===== src/mp2_pkg.sv =====
package mp2_pkg;

  localparam int ENTRY_W   = 32;
  localparam int EXP_W     = 32;
  // the sign bit is never scanned, so the top bit looked at is one below it
  localparam int LAST_BIT  = EXP_W - 2;
  localparam int BIT_CNT_W = $clog2(LAST_BIT + 1);

  typedef logic signed [ENTRY_W-1:0] entry_t;
  typedef logic signed [EXP_W-1:0]   exp_t;
  typedef logic [BIT_CNT_W-1:0]      bit_cnt_t;

  // controller to datapath
  typedef struct packed {
    logic load;      // capture base and exponent, accumulator to identity
    logic mul;       // register the partial products
    logic use_base;  // right-hand operand is the base, else the accumulator
    logic add;       // sum the partial products into the accumulator
    logic shift;     // move on to the next exponent bit
    logic publish;   // copy the accumulator into the output register
  } mp2_cmd_t;

  // datapath to controller
  typedef struct packed {
    logic nonpos;    // exponent is zero or negative
    logic exp_bit;   // exponent bit under scan
    logic out_free;  // output register can take a result this cycle
  } mp2_status_t;

endpackage


===== src/mp2_ctrl.sv =====
module mp2_ctrl import mp2_pkg::*; (
  input  logic        clk,
  input  logic        rst,
  input  logic        in_valid,
  output logic        in_ready,
  input  mp2_status_t status,
  output mp2_cmd_t    cmd
);

  typedef enum logic [2:0] {
    IDLE, START, SQ_MUL, SQ_ADD, BM_MUL, BM_ADD, FINISH
  } state_t;

  state_t   state;
  bit_cnt_t cnt;
  logic     last_bit;

  // held low through reset so that no beat is taken and then dropped
  assign in_ready = (state == IDLE) && !rst;
  assign last_bit = (cnt == '0);

  always_comb begin
    cmd = '0;
    unique case (state)
      IDLE:   cmd.load = in_valid;
      START:  ;
      SQ_MUL: cmd.mul = 1'b1;
      SQ_ADD: begin
        cmd.add   = 1'b1;
        cmd.shift = !status.exp_bit;
      end
      BM_MUL: begin
        cmd.mul      = 1'b1;
        cmd.use_base = 1'b1;
      end
      BM_ADD: begin
        cmd.add   = 1'b1;
        cmd.shift = 1'b1;
      end
      FINISH: cmd.publish = status.out_free;
      default: ;
    endcase
  end

  always_ff @(posedge clk) begin
    if (rst) begin
      state <= IDLE;
      cnt   <= '0;
    end else begin
      unique case (state)
        IDLE: begin
          if (in_valid) begin
            state <= START;
            cnt   <= bit_cnt_t'(LAST_BIT);
          end
        end
        START: state <= status.nonpos ? FINISH : SQ_MUL;
        SQ_MUL: state <= SQ_ADD;
        SQ_ADD: begin
          if (status.exp_bit) begin
            state <= BM_MUL;
          end else if (last_bit) begin
            state <= FINISH;
          end else begin
            state <= SQ_MUL;
            cnt   <= cnt - 1'b1;
          end
        end
        BM_MUL: state <= BM_ADD;
        BM_ADD: begin
          if (last_bit) begin
            state <= FINISH;
          end else begin
            state <= SQ_MUL;
            cnt   <= cnt - 1'b1;
          end
        end
        FINISH: begin
          if (status.out_free) begin
            state <= IDLE;
          end
        end
        default: state <= IDLE;
      endcase
    end
  end

endmodule


===== config.mk =====
export PLATFORM = sky130hd
export DESIGN_NAME = mp2_ctrl
export DESIGN_NICKNAME = d
export VERILOG_FILES = /design/src/mp2_pkg.sv /design/src/mp2_ctrl.sv
export SDC_FILE = /design/constraint.sdc
export NUM_CORES = 1
export LEC_CHECK = 0
export ABC_AREA = 1
export ABC_CLOCK_PERIOD_IN_PS = 1880
export BUFFER_PORTS_ARGS = -buffer_cell sky130_fd_sc_hd__buf_2
export CAP_MARGIN = 20
export CORE_AREA = 2 2 39 41
export CTS_CLUSTER_DIAMETER = 150
export DETAILED_ROUTE_END_ITERATION = 16
export DIE_AREA = 0 0 41 43
export MAX_ROUTING_LAYER = met4
export PLACE_DENSITY = 0.73
export SETUP_SLACK_MARGIN = 0.3
export SYNTH_ARGS = -nofsm -noshare
export SYNTH_HDL_FRONTEND = slang
export SYNTH_SLANG_ARGS = --single-unit

===== constraint.sdc =====
create_clock -name clk -period 1.88 [get_ports clk]
set_clock_uncertainty 0.15 [all_clocks]
set_input_delay 0.094 -clock clk [delete_from_list [all_inputs] [get_ports clk]]
set_output_delay 0.094 -clock clk [all_outputs]
set_load 0.01 [all_outputs]

# [After elaboration in Yosys (flattened, before gate mapping)]
# Cells that the tools add are included.
[word_totals] ramBits=0 output_inout_bits=7 latchBits=0 register_bits=8 elab_cells=36 n_memories=0 mem_bits_ro=0 inputBits=6
[classes] n_reduce_logical=9 shift=0 n_eq_ne=9 bitwise=0 addsub=1 mux=15 magnitude_cmp=0 multipliers=0 div=0
[op_table] op="one-hot mux 3 bit (7 select lines)" n=1
[op_table] op="2-to-1 mux 3 bit" n=5
[op_table] op="2-to-1 mux 5 bit" n=3
[op_table] op="one-hot mux 5 bit (3 select lines)" n=1
[op_table] op="== test 3 bit, second input constant" n=3
[op_table] op="== test 3 x 2 -> 1 bit, second input constant" n=2
[op_table] op="inequality test 2 bit, second input constant" n=3
[op_table] op="logical NOT 5 bit" n=1
[op_table] op="subtractor 5 x 1 -> 5 bit, second input constant" n=1
[op_table] op="2-to-1 mux 1 bit" n=4
[op_table] op="one-hot mux 2 bit (2 select lines)" n=1
[op_table] op="== test 3 x 1 -> 1 bit, second input constant" n=1
[op_table] op="logical NOT 3 bit" n=1
[op_table] op="AND reduction 3 bit" n=1
[op_table] op="nonzero test 3 bit" n=1
[op_table] op="logical NOT 1 bit" n=2
[op_table] op="AND reduction 2 bit" n=1
[op_table] op="OR reduction 2 bit" n=1
[op_table] op="logical AND 1 bit" n=1

# [Logic depth before layout (Yosys ltp)]
[depth] depth_word=4 ltp_mapped=9 ltp_nobuf=9

# [Worst setup path after synthesis]
# No wires, ideal clock.
[synth_path] path_type="register to register" from="reg cnt[0]" to="reg cnt[0]" setup_ns=0.124 slack_ns=0.524 t_arrival_ns=1.082 n_path_buf=0 required_ns=1.606 path_stages_with_launch=10 period_less_slack_ns=1.356 path_cell_list="dfxtp_1 inv_1 ha_1 nand2_1 nor2_1 nand2_4 nand3_2 nand2_1 nand2_1 nor2_1"
[synth_via] elab_chain_cells=4 elab_cells_between_ends=5 classes_between="1 x add/sub; 3 x mux; 1 x reduce/logical"
[synth_lines] element="start: declaration" line_no="mp2_ctrl.sv:15" text="bit_cnt_t cnt;"
[synth_lines] element="start signal: assignment" line_no="mp2_ctrl.sv:54" text="cnt <= bit_cnt_t'(LAST_BIT);"
[synth_lines] element="start signal: assignment" line_no="mp2_ctrl.sv:66" text="cnt <= cnt - 1'b1;"
[synth_lines] element="start signal: assignment" line_no="mp2_ctrl.sv:75" text="cnt <= cnt - 1'b1;"
[synth_lines] element="subtractor 5 x 1 -> 5 bit / logical NOT 5 bit (equally long branches)" line_no="mp2_ctrl.sv:66, mp2_ctrl.sv:75, mp2_ctrl.sv:20"
[synth_lines] element="2-to-1 mux 5 bit (*)" line_no="mp2_ctrl.sv:62, mp2_ctrl.sv:71"
[synth_lines] element="2-to-1 mux 5 bit" line_no="mp2_ctrl.sv:60" text="if (status.exp_bit) begin"
[synth_lines] element="one-hot mux 5 bit (3 select lines) (*)" line_no="mp2_ctrl.sv:50" text="unique case (state)"
# Mark *: on every way between the ends. The rest lies on a longest branch, timed or not. The select of a mux whose other input is x is not followed.
# A chain may end at the register's enable or synchronous reset.

==> impl_metrics.yaml <==
job:
  maxCapViolations: 0
place:
  hpwl_um: 855
  placedCellCount: 109
  placed_area_um2: 627
  portBuffers: 12
  gp_congestion: 0.752
sta:
  fmax_ghz: 0.660
  maxSlewHeadroom: 0.867
  final_period_minus_worst_setup_slack_ps: 1510
  rsz0062_at_grt: "false"
  fin_crit_sh: 0.806
  worstMarginPinSlew_ps: 198
  setup_tns_ps: 0
  finalMaxSlewViolations: 0
  setup_viol: 0
  hold_viol: 0
routing:
  wl_um: 1150
  antenna_left: 0
  wl_per_cell_um: 10.1
  vias_per_cell: 5.07
  first_pass_iters: 4
  via_count: 578
  drc_errors: 0
  drt_iter0_markers: 11
clock_network:
  cts_buffers: 3
  clk_latency_ps: 260
  numClockSinks: 8
  cts_tree: "built"
  clockBufferDepth: 2
  cts-root-buf: "clkbuf_4"
  htreeDepth: 1
  clk_pin_slew_ps: 50
synthesis:
  synth_nets: 90
  postSynthCellCount: 83
  avgSynthCellArea_um2: 6.77
  ys_ff_latch: 8
  ys_seq_area_frac: 0.285
  netlist_area_um2: 562
  ys_warn_count: 0
  yosysUniqueCellTypes: 23
die:
  core_area_um2: 1380
  die_area_um2: 1760
  ioPinCount: 13
  start_util: 0.406
  dieHeight_um: 43
  die_w_um: 41
  rows: 14
layout:
  diodes: 0
  final_cell_mix: "nand2_1 (18), buf_2 (12), inv_1 (11)"
  final_nets: 107
  mostFrequentLayoutCell: "nand2_1"
  area_growth_pct: 20.3
  drive_gt1_frac: 0.316
  finalInstanceArea_um2: 676
  finalNonFillerCells: 114
setup_path:
  worstPathCellList: "nand3_2, or2_2, nand2_1, buf_2"
  r2r_setup_slack_ps: 450
  cp_top_family: "simple AND/OR/NAND/NOR gates"
  path_buf_inv: 1
  startpoint_type: "flip-flop"
  worst_path_largest_cell_delay_ps: 390
  arrival_ps: 1270
  reg2reg_from: "cnt[0]"
  crit_type: "flip-flop to output pin"
  worstPathMaxFanout: 6
  cp-end-kind: "output pin"
  cp_slowest_cell: "dfxtp_2"
  r2r_cells: 9
  r2r_end: "cnt[0]"
  critPathRequiredTime_ps: 1640
global_route:
  grt_pass1_wl_um: 1730
  grt_pass1_vias: 468
  grt_max_degree: 9
  grt_use_total: 0.149
  antenna_found_initial: 0
  grt_overflow: 0
pwr:
  power_mw: 1.23
  p_leak_nw: 0.356
  ir_drop_mv: 0.733
  power_density_nw_per_um2: 1810
status:
  status: "complete, no violations"
hold_path:
  hold_end: "state[2]"
  min_path_cells: 5
  hold_class: "input port to flip-flop"
  holdCritStartpoint: "status[2]"
==> stage by stage <==
step / utilization / worst slack, ps / hold slack [ps]
floorplan: - / 524 / 147
global placement: 0.453 / 415 / 233
detailed placement: 0.453 / 415 / 237
CTS: 0.484 / 319 / 29.4
global route: 0.488 / 311 / 56.5
finish: 0.488 / 365 / 21.0
==> repair_timing <==
action | CTS | global route
hold buffers | 1 | 0
setup endpoints to repair | 1 | 4
setup buffers | 1 | 0
hold endpoints to repair | 6 | 0
cloned | 0 | 0
resized for setup | 2 | 4
==> layout make-up <==
cell class / count / area (µm²)
Inverter: 13 / 48.8
Timing Repair Buffer: 14 / 77.6
Fill cell: 149 / 708
Clock buffer: 3 / 22.5
Tap cell: 16 / 20.0
Sequential cell: 8 / 166
Multi-Input combinational cell: 60 / 340
==> flip-flops by register name (all words and copies together), names as in the netlist <==
signal,count
state,3
cnt,5
==> how the worst max path moves through the flow <==
stage / startpoint / to / slack (ps) / cells past startpoint
after detailed placement: cnt[0] / cnt[0] / 420 / 9
after floorplan: cnt[0] / cnt[0] / 520 / 9
final: state[0] / cmd[1] / 370 / 4
after CTS: state[1] / cmd[1] / 320 / 4
after global routing: state[0] / cmd[1] / 310 / 4
after global placement: cnt[0] / cnt[0] / 420 / 9
==> kinds of logic (layout without fill, tap and decap cells) <==
| group | Yosys count | count (layout) | synth area share |
|---|---|---|---|
| AND/OR/NAND/NOR | 50 | 50 | 0.479 |
| buffers and inverters | 15 | 30 | 0.114 |
| AO/OA/AOI/OAI | 8 | 8 | 0.0846 |
| flip-flops | 8 | 8 | 0.285 |
| adder cells (fa/ha/maj) | 1 | 1 | 0.0223 |
| XOR/XNOR | 1 | 1 | 0.0156 |
==> metal layers <==
metal,vias to the layer above,GRT usage,part of all wire
li1,304,-,-
met1,257,0.165,0.48
met2,12,0.228,0.45
met3,5,0.0314,0.045
met4,0,0.100,0.027
met5,-,-,0
==> worst min-delay path, delay by kind of cell <==
family,cells,cell delay [ps]
simple gates,2,120
compound gates,1,80
buf+inv,2,110
==> power by group <==
part | leakage, nW | total, mW | internal (mW) | switching, mW
logic | 0.274 | 0.759 | 0.306 | 0.454
clock network | 0.0138 | 0.133 | 0.0731 | 0.0599
registers | 0.0677 | 0.334 | 0.252 | 0.0820
total | 0.356 | 1.23 | 0.630 | 0.596
==> cells in the mapped netlist <==
cell type   n  share of area
nand3b_1    2          0.027
a21oi_1     4          0.036
nand2_4     2          0.040
nor4_1      1          0.011
o21ai_0     1         0.0089
nor2_2      1          0.011
nand2_1    18           0.12
inv_2       2          0.013
nor2_1      9          0.060
buf_6       1          0.020
xnor2_1     1          0.016
buf_1       1         0.0067
nand3_2     3          0.053
dfxtp_1     8           0.29
nor2_4      2          0.040
o211ai_1    1          0.013
or2_2       1          0.011
nand3_1     8          0.071
ha_1        1          0.022
a31oi_1     1          0.011
o2111ai_1   1          0.016
inv_1      11          0.073
nand4_1     3          0.033
Note: power is estimated with default switching activity, not from simulation.
